--- config.mk ---
export PLATFORM = sky130hd
export DESIGN_NAME = fpms_issue
export DESIGN_NICKNAME = d
export VERILOG_FILES = /design/src/sv/fpms_pkg.sv /design/src/sv/fpms_issue.sv
export SDC_FILE = /design/constraint.sdc
export NUM_CORES = 1
export LEC_CHECK = 0
export BUFFER_PORTS_ARGS = -buffer_cell sky130_fd_sc_hd__buf_4
export CAP_MARGIN = 25
export CELL_PAD_IN_SITES_DETAIL_PLACEMENT = 1
export CELL_PAD_IN_SITES_GLOBAL_PLACEMENT = 1
export CORE_AREA = 4 4 115 117
export CTS_CLUSTER_DIAMETER = 100
export CTS_CLUSTER_SIZE = 20
export DETAILED_ROUTE_END_ITERATION = 12
export DIE_AREA = 0 0 119 121
export PLACE_DENSITY = 0.94
export SLEW_MARGIN = 15
export SYNTH_ARGS = -nofsm -noshare
export SYNTH_HDL_FRONTEND = slang
export SYNTH_SLANG_ARGS = --single-unit
--- constraint.sdc ---
create_clock -name i_clk -period 10.1 [get_ports i_clk]
set_input_delay 1.01 -clock i_clk [delete_from_list [all_inputs] [get_ports i_clk]]
set_output_delay 1.01 -clock i_clk [all_outputs]
set_load 0.1 [all_outputs]
--- src/sv/fpms_pkg.sv ---
// Shared types and constants for the fixed-partition multi-stack.
// Used by fpms_issue and fixed_partition_multi_stack; depends on nothing.
package fpms_pkg;

    localparam int SID_W = 3;
    localparam int VAL_W = 32;
    localparam int CNT_W = 8;
    // Widest region address: 7 * 255 + 255 fits in 11 bits.
    localparam int SUM_W = 11;
    localparam logic [CNT_W-1:0] CAP_RESET = 8'd128;

    typedef enum logic [1:0] {
        OP_PUSH = 2'd0,
        OP_POP  = 2'd1,
        OP_TOP  = 2'd2,
        OP_SIZE = 2'd3
    } t_op;

    typedef enum logic [1:0] {
        ST_OK    = 2'd0,
        ST_EMPTY = 2'd1,
        ST_FULL  = 2'd2
    } t_status;

    typedef struct packed {
        t_op                     op;
        logic [SID_W-1:0]        stack_id;
        logic signed [VAL_W-1:0] push_value;
    } t_req;

    typedef struct packed {
        logic signed [VAL_W-1:0] read_value;
        logic [CNT_W-1:0]        element_count;
        t_status                 status;
    } t_rsp;

    // Decision made when a request is taken, carried while the memory read is in flight.
    typedef struct packed {
        t_status          status;
        logic [CNT_W-1:0] count;
        logic             use_mem;
    } t_iss;

endpackage

--- src/sv/fpms_issue.sv ---
// Request decode for the multi-stack: per-stack counts, region address and limit checks.
// Depends on fpms_pkg; drives the memory port of fpms_ram.
module fpms_issue #(
    parameter int MEM_WORDS  = 1024,
    parameter int NUM_STACKS = 8
) (
    input  logic                         i_clk,
    input  logic                         i_rst_n,
    input  logic                         i_fire,
    input  fpms_pkg::t_req               i_req,
    input  logic [fpms_pkg::CNT_W-1:0]   i_cap,
    output fpms_pkg::t_iss               o_iss,
    output logic                         o_mem_en,
    output logic                         o_mem_we,
    output logic [$clog2(MEM_WORDS)-1:0] o_mem_addr,
    output logic [fpms_pkg::VAL_W-1:0]   o_mem_wdata
);

    localparam int IDX_W = $clog2(NUM_STACKS);
    localparam int RAM_AW = $clog2(MEM_WORDS);

    logic [fpms_pkg::CNT_W-1:0] r_counts [NUM_STACKS];
    logic [fpms_pkg::CNT_W-1:0] n_cnt;
    logic [fpms_pkg::CNT_W-1:0] cnt;
    logic [IDX_W-1:0]           idx;
    logic                       sid_ok;
    logic [fpms_pkg::SUM_W-1:0] base;
    logic [fpms_pkg::SUM_W-1:0] a_push;
    logic [fpms_pkg::SUM_W-1:0] a_top;
    logic [fpms_pkg::SUM_W-1:0] addr;
    logic                       push_fit;
    logic                       top_fit;
    logic                       upd;
    logic                       we;
    logic                       re;
    logic                       use_mem;
    fpms_pkg::t_status          status;

    assign idx    = IDX_W'(i_req.stack_id);
    assign sid_ok = 32'(i_req.stack_id) < 32'(NUM_STACKS);
    assign cnt    = sid_ok ? r_counts[idx] : '0;

    assign base     = fpms_pkg::SUM_W'(i_req.stack_id) * fpms_pkg::SUM_W'(i_cap);
    assign a_push   = base + fpms_pkg::SUM_W'(cnt);
    assign a_top    = a_push - fpms_pkg::SUM_W'(1);
    assign push_fit = 32'(a_push) < 32'(MEM_WORDS);
    assign top_fit  = 32'(a_top) < 32'(MEM_WORDS);

    always_comb begin
        n_cnt   = cnt;
        status  = fpms_pkg::ST_OK;
        upd     = 1'b0;
        we      = 1'b0;
        re      = 1'b0;
        use_mem = 1'b0;
        addr    = a_push;
        case (i_req.op)
            fpms_pkg::OP_PUSH: begin
                if (!sid_ok || cnt >= i_cap || !push_fit) begin
                    status = fpms_pkg::ST_FULL;
                end else begin
                    n_cnt = cnt + 1'b1;
                    upd   = 1'b1;
                    we    = 1'b1;
                end
            end
            fpms_pkg::OP_POP, fpms_pkg::OP_TOP: begin
                if (!sid_ok || cnt == '0) begin
                    status = fpms_pkg::ST_EMPTY;
                end else begin
                    // A word outside the memory reads as zero.
                    addr    = a_top;
                    re      = top_fit;
                    use_mem = top_fit;
                    if (i_req.op == fpms_pkg::OP_POP) begin
                        n_cnt = cnt - 1'b1;
                        upd   = 1'b1;
                    end
                end
            end
            default: begin
            end
        endcase
    end

    always_ff @(posedge i_clk) begin
        if (!i_rst_n) begin
            for (int k = 0; k < NUM_STACKS; k++) begin
                r_counts[k] <= '0;
            end
        end else if (i_fire && upd) begin
            r_counts[idx] <= n_cnt;
        end
    end

    assign o_iss.status  = status;
    assign o_iss.count   = n_cnt;
    assign o_iss.use_mem = use_mem;
    assign o_mem_en      = i_fire && (we || re);
    assign o_mem_we      = we;
    assign o_mem_addr    = RAM_AW'(addr);
    assign o_mem_wdata   = i_req.push_value;

endmodule
==> results of run 1 <==
==> how the worst max path moves through the flow <==
stage	start	endpoint	slack, ns	cells past startpoint
4_1_cts	i_req[33]	o_iss[1]	3.01	16
5_1_grt	i_req[33]	o_iss[5]	2.67	16
3_5_place_dp	i_req[33]	o_iss[1]	2.98	16
2_1_floorplan	i_req[34]	o_mem_en	1.74	19
3_3_place_gp	i_req[33]	o_iss[1]	3.25	16
6_report	i_req[33]	o_iss[5]	2.99	16
==> worst register-to-register path: cells and delay by family, from the launching register on <==
kind	cells	cell delay, ns
flip-flops	1	0.33
adder cells (fa/ha/maj)	2	0.85
AO/OA/AOI/OAI	5	1.69
buffers and inverters	2	0.21
AND/OR/NAND/NOR	4	1.95
multiplexers	1	0.07
==> power by group through the flow <==
stage                     logic, W  registers [W]  clock network (W)
after floorplan           0.000538       0.000309                  0
after global placement    0.000589       0.000309                  0
after detailed placement  0.000604       0.000310                  0
after CTS                 0.000606       0.000305           0.000299
after global routing      0.000644       0.000306           0.000312
final                     0.000609       0.000305           0.000299
==> stage by stage <==
stage	area, µm²	cells	hold slack [ns]	utilization
finish	6002	750	1.189	0.4855
global route	6002	750	1.242	0.4855
CTS	5983	748	1.189	0.4840
detailed placement	5697	733	1.177	0.4608
global placement	5697	733	1.139	0.4608
floorplan	5602	586	1.017	-
==> metal layers <==
| metal | GRT usage | up-vias | wire, µm |
|---|---|---|---|
| met4 | 0.09848 | 0 | 600 |
| met5 | 0 | - | 0 |
| li1 | - | 2066 | - |
| met2 | 0.4158 | 207 | 8643 |
| met1 | 0.2833 | 2304 | 6595 |
| met3 | 0.04056 | 49 | 1072 |
==> layout by cell type, fill, tap and decap left out, types with 3 or more instances in the layout <==
| cell type | synthesis | routed |
|---|---|---|
| buf_4 | 34 | 40 |
| nor4_2 | 3 | 4 |
| and2_1 | 21 | 21 |
| inv_1 | 49 | 49 |
| nor3b_1 | 3 | 3 |
| o211ai_1 | 4 | 4 |
| a21oi_1 | 61 | 61 |
| nand2_1 | 45 | 45 |
| or2_2 | 4 | 4 |
| xnor2_1 | 5 | 5 |
| a21o_1 | 5 | 5 |
| xor2_1 | 8 | 8 |
| clkbuf_16 | 0 | 9 |
| o31ai_1 | 4 | 4 |
| edfxtp_1 | 64 | 64 |
| a211oi_1 | 3 | 3 |
| fa_1 | 13 | 13 |
| or4_1 | 3 | 3 |
| nor4_1 | 9 | 8 |
| nor2_1 | 43 | 43 |
| nor2b_1 | 15 | 15 |
| nand3b_1 | 5 | 5 |
| nor4b_1 | 3 | 3 |
| and3_1 | 7 | 7 |
| ha_1 | 29 | 29 |
| nor3_1 | 10 | 10 |
| o21ai_2 | 8 | 8 |
| clkinv_2 | 0 | 3 |
| mux2_2 | 4 | 4 |
| mux2i_1 | 11 | 11 |
| mux4_2 | 6 | 6 |
| nand4_1 | 6 | 6 |
| nand3_1 | 12 | 12 |
| o31a_1 | 4 | 4 |
| o21ai_0 | 6 | 6 |
==> cells by family after synthesis <==
kind of cell / share of synthesized area
muxes: 0.06723
and+or+nand+nor: 0.1937
AOI/OAI and AO/OA: 0.1573
DFF: 0.3431
xor gates and xnor gates: 0.02033
buffers and inverters: 0.1072
adders and majority gates: 0.1112
==> area by class of cell <==
class	count	area, µm²	area share
Inverter	50	187.7	0.03127
Timing Repair Buffer	41	305.3	0.05087
Tap cell	172	215.2	0.03586
Sequential cell	64	1922	0.3202
Clock buffer	9	225.2	0.03752
Multi-Input combinational cell	408	3085	0.5141
Clock inverter	6	61.31	0.01021
==> results.ini, run 1 <==
[timing]
rsz0062_at_grt = false
report.final.slew_viol_count = 0
fmax_ghz = 0.1406
timing_worst_slew_pin_value_ns = 0.9232
setup_viol_count_final = 0
final.min_clock_period_ns = 7.111
final_critical_path_share_of_the_clock_period = 0.7041
final.setup.tns_ns = 0
layout_setup_ws_ns = 2.989
hold_violations = 0
slew_headroom = 0.3798
skew_ns = 0.007285

[floorplanning]
design.portCount = 103
fp.dieArea_mm2 = 0.01440
die_w_um = 119
die_extent_in_y_um = 121
start_util = 0.4531
floorplan.core_area_mm2 = 0.01236
placementRows = 41

[setup_path]
critical_path_peak_fanout = 32
worst_path_max_delay_cell = mux2i_1
cp_slowest_stage_delay_ns = 0.80
r2r_cells = 14
critPathCaptureType = output pin
timing.reg2reg.setup_slack_ns = 4.65
data_arrival_at_the_endpoint_of_the_critical_path_ns = 6.10
critPathTopFamily = simple AND/OR/NAND/NOR gates
worst_r2r_startpoint = r_counts[1][6]
crit_path_cell_trace = buf_4 > nor2b_1 > a32o_1 > or3_1 > inv_1 > fa_1 > inv_1 > ha_1 > a211oi_1 > o21bai_1 > or2_2 > o211a_1 > nor2_1 > mux2i_1 > nand2_1 > buf_4
worst-path-buf-inv = 4
rr_endpoint = r_counts[6][4]
worst-endpoint-required_ns = 9.09
worstSetupPathType = input pin to output pin
cp-start-kind = input pin

[clock_network]
clk_latency_ns = 0.34
htreeDepth = 3
post_cts_repair_setup_buffers = 0
num_cts_buffers = 9
cts_root_cell = clkbuf_16
cts.hold.buffers_added = 0
clock_sink_count = 64
cts_tree = built
clkSlewWorstSetupHoldPaths_ns = 0.05
post_cts.resized_instances = 0
cts_max_path_buffers = 2

[worst_hold_path]
hold-path-cell-count = 4
min_delay_worst_endpoint = r_counts[3][3]
hold_path.class = flop to flop
hp-start = r_counts[0][3]

[synthesis]
post_synth_num_cell_types = 73
synth_edf_count = 64
synthFlopType = edfxtp_1
synth.ff_latch_count = 64
synth.cells.most_frequent = 64 x edfxtp_1, 61 x a21oi_1, 49 x inv_1
syn_inst = 586
synth.avg_cell_area_um2 = 9.559
syn_nets = 676
synth_largest_area_cell = edfxtp_1
ys_async_sr_fraction = 0
syn_area_mm2 = 0.005602
synthesis.yosys.warnings = 0
yosysSeqAreaShare = 0.3431
yosysMostFrequentCell = edfxtp_1
synth_top_area_frac = 0.3431
synth_area_leaders = edfxtp_1 34%, ha_1 6.5%, a21oi_1 5.5%

[place]
gp_congestion = 0.9301
detailed_place_hpwl_mm = 12.58
post-place-ws_ns = 2.977
count_of_port_buffers_added_during_placement = 38

[grt]
vias_in_the_first_global_route = 5004
gr_usage_total = 0.2353
global_route_wire_length_before_repair_mm = 26.48
global_route.overflow_total = 0
grt_max_degree = 35
grt_antenna_before_repair = 0

[detailed_routing]
detail_route.first_pass.iterations = 6
detail_route.drc_violations = 0
drtIter0Drc = 505
viasPerCell = 6.168
routed_wire_length_per_instance_um = 22.55
drt-total-wl_mm = 16.91
route.vias.total = 4626
drt.antenna.violating_nets = 0

[pwr]
power.share.sequential = 0.251
worst_ir_drop_vdd_v = 0.0001885
clock_power_share = 0.247
total_switching_power_w = 0.0005703
power_density_mw_per_mm2 = 202.2
power.share.switching = 0.4700
internal_dissipation_w = 0.0006432
power.share.combinational = 0.502
cellLeakagePower_nw = 2.413
sum_of_internal_switching_and_leakage_power_w = 0.001213

[finish]
fraction_of_layout_instances_using_a_drive_strength_above_1 = 0.1609
largest_reg_flops = 64
ant_diodes = 0
layout_overhead_on_the_synthesized_area_pct = 7.148
finish.net_count = 664
n_fill_cell = 1415
register_containing_the_most_flip_flops_in_the_final_layout = r_counts
reg.largest.list = r_counts (64)

[status]
outcome = finished, final reports clean

[flow_run]
cap_violations = 0

Note: power is estimated with default switching activity, not from simulation.
==> run 2: changes to the inputs <==
CORE_AREA = 4 4 118 120   (was 4 4 115 117)
DIE_AREA = 0 0 122 124   (was 0 0 119 121)
PLACE_DENSITY = 0.9   (was 0.94)
clock period = 7.3 ns   (was 10.1 ns; I/O delays follow)
==> results.ini, run 2 (synthesis results as in run 1) <==
[status]
outcome = finished, final reports clean  ; unchanged

[timing]
final.min_clock_period_ns = 6.481
skew_ns = 0.008885  ; was 0.007285 ns
hold_violations = 0  ; unchanged
final.setup.tns_ns = 0  ; unchanged
timing_worst_slew_pin_value_ns = 0.9255  ; was 0.9232 ns
report.final.slew_viol_count = 0  ; unchanged
setup_viol_count_final = 0  ; unchanged
whs_ns = 1.130  ; was 1.189 ns
final_critical_path_share_of_the_clock_period = 0.8878
fmax_ghz = 0.1543
rsz0062_at_grt = false  ; unchanged
slew_headroom = 0.3782  ; was 0.3798

[floorplanning]
floorplan.core_area_mm2 = 0.01298  ; was 0.01236 mm²
start_util = 0.4316  ; was 0.4531
fp.dieArea_mm2 = 0.01513  ; was 0.01440 mm²
die_w_um = 122  ; was 119 µm
placementRows = 42  ; was 41
die_extent_in_y_um = 124  ; was 121 µm
design.portCount = 103  ; unchanged

[flow_run]
cap_violations = 0  ; unchanged

[clock_network]
clock_sink_count = 64  ; unchanged
num_cts_buffers = 9  ; unchanged
cts_max_path_buffers = 2  ; unchanged
cts_root_cell = clkbuf_16  ; unchanged
clkSlewWorstSetupHoldPaths_ns = 0.05  ; about the same
cts.hold.buffers_added = 0  ; unchanged
post_cts.resized_instances = 0  ; unchanged
cts_tree = built  ; unchanged
htreeDepth = 3  ; unchanged
clk_latency_ns = 0.33  ; was 0.34 ns
post_cts_repair_setup_buffers = 0  ; unchanged

[worst_hold_path]
hold_path.class = input pin to flop  ; was flop to flop

[setup_path]
timing.reg2reg.setup_slack_ns = 1.97  ; was 4.65 ns
critPathCaptureType = output pin  ; unchanged
worst_r2r_startpoint = r_counts[6][2]  ; was r_counts[1][6]
worst-endpoint-required_ns = 6.57  ; was 9.09 ns
beginning_of_the_critical_path = i_req[33]  ; unchanged
r2r_cells = 13  ; was 14
data_arrival_at_the_endpoint_of_the_critical_path_ns = 5.75  ; was 6.10 ns
critical_path.endpoint = o_iss[4]  ; was o_iss[5]
cp-start-kind = input pin  ; unchanged
critical_path_peak_fanout = 32  ; unchanged
worstSetupPathType = input pin to output pin  ; unchanged
rr_endpoint = r_counts[0][2]  ; was r_counts[6][4]

[detailed_routing]
route.vias.total = 4540  ; was 4626
drtIter0Drc = 340  ; was 505
drt.antenna.violating_nets = 0  ; unchanged
drt-total-wl_mm = 16.55  ; was 16.91 mm
viasPerCell = 5.982  ; was 6.168
routed_wire_length_per_instance_um = 21.81  ; was 22.55 µm
detail_route.first_pass.iterations = 7  ; was 6
detail_route.drc_violations = 0  ; unchanged

[grt]
grt_max_degree = 35  ; unchanged
vias_in_the_first_global_route = 4884  ; was 5004
global_route.overflow_total = 0  ; unchanged
gr_usage_total = 0.2250  ; was 0.2353
global_route_wire_length_before_repair_mm = 26.17  ; was 26.48 mm
grt_antenna_before_repair = 0  ; unchanged

[finish]
register_containing_the_most_flip_flops_in_the_final_layout = r_counts  ; unchanged
fraction_of_layout_instances_using_a_drive_strength_above_1 = 0.1630  ; was 0.1609
layout_commonest_cell = edfxtp_1  ; unchanged
commonest_cells_after_routing_fill_and_taps_aside = 64 x edfxtp_1, 61 x a21oi_1, 49 x inv_1  ; unchanged
finish.net_count = 669  ; was 664
largest_reg_flops = 64  ; unchanged
ant_diodes = 0  ; unchanged
final_area_mm2 = 0.006061  ; was 0.006002 mm²
reg.largest.list = r_counts (64)  ; unchanged
layout_overhead_on_the_synthesized_area_pct = 8.197  ; was 7.148%
n_fill_cell = 1504  ; was 1415

[place]
count_of_port_buffers_added_during_placement = 38  ; unchanged
detailed_place_hpwl_mm = 12.31  ; was 12.58 mm
dpl-instance-area_mm2 = 0.005752  ; was 0.005697 mm²
gp_congestion = 0.9158  ; was 0.9301

[pwr]
power_density_mw_per_mm2 = 280.4  ; was 202.2 mW/mm²
cellLeakagePower_nw = 2.443  ; was 2.413 nW
worst_ir_drop_vdd_v = 0.0002011  ; was 0.0001885 V

## run 2: metrics by stage
| stage | power (W) | utilization | worst slack [ns] | std cells |
|---|---|---|---|---|
| floorplan | 0.001172 | - | 0.4379 | 586 |
| global placement | 0.001242 | 0.4431 | 1.101 | 743 |
| detailed placement | 0.001264 | 0.4431 | 0.8995 | 743 |
| CTS | 0.001701 | 0.4664 | 0.8133 | 758 |
| global route | 0.001774 | 0.4669 | 0.5273 | 759 |
| finish | 0.001700 | 0.4669 | 0.8193 | 759 |
## run 2: final cells by class
cell class              count  area [µm²]  area share
multi-input cells         408        3084      0.5089
inverters                  50       187.7     0.03097
repair buffers             46       345.3     0.05698
clock inverters             5       72.57     0.01197
clock buffers              10       229.0     0.03778
flip-flops and latches     64        1922      0.3171
well taps                 176       220.2     0.03633
## run 2: where the power goes
group,leakage (nW),internal [W],switching (W),total [W]
logic,1.63,0.000213,0.000625,0.000838
registers,0.662,0.000418,0.00000443,0.000422
clock network,0.147,0.000293,0.000146,0.000439
total,2.44,0.000924,0.000775,0.00170
## run 2: worst max-delay path, stage by stage
cell,delay [ns]
buf_4,0.35
nor2b_1,0.54
a32o_1,0.27
or3_1,0.30
inv_1,0.17
fa_1,0.55
inv_1,0.04
ha_1,0.28
a211oi_1,0.26
o21bai_1,0.14
or2_2,0.31
o211a_1,0.43
o31a_1,0.38
o21ai_1,0.59
nand2_1,0.12
buf_4,0.26
## run 2: worst min path at each step
stage	slack, ns	from	to	cells after the start
3_5_place_dp	1.19	r_counts[2][3]	r_counts[6][3]	4
6_report	1.13	i_rst_n	r_counts[5][0]	2
3_3_place_gp	1.17	r_counts[2][3]	r_counts[7][3]	4
5_1_grt	1.15	i_rst_n	r_counts[5][5]	2
2_1_floorplan	1.02	r_counts[3][6]	r_counts[0][3]	5
4_1_cts	1.12	i_rst_n	r_counts[5][0]	2
## run 2: per-layer routing
layer	share of wire	vias to the layer above	track usage
met5	0	-	0
met4	0.020	0	0.08263
met3	0.054	32	0.03270
met2	0.53	163	0.4147
met1	0.40	2271	0.2662
li1	-	2074	-
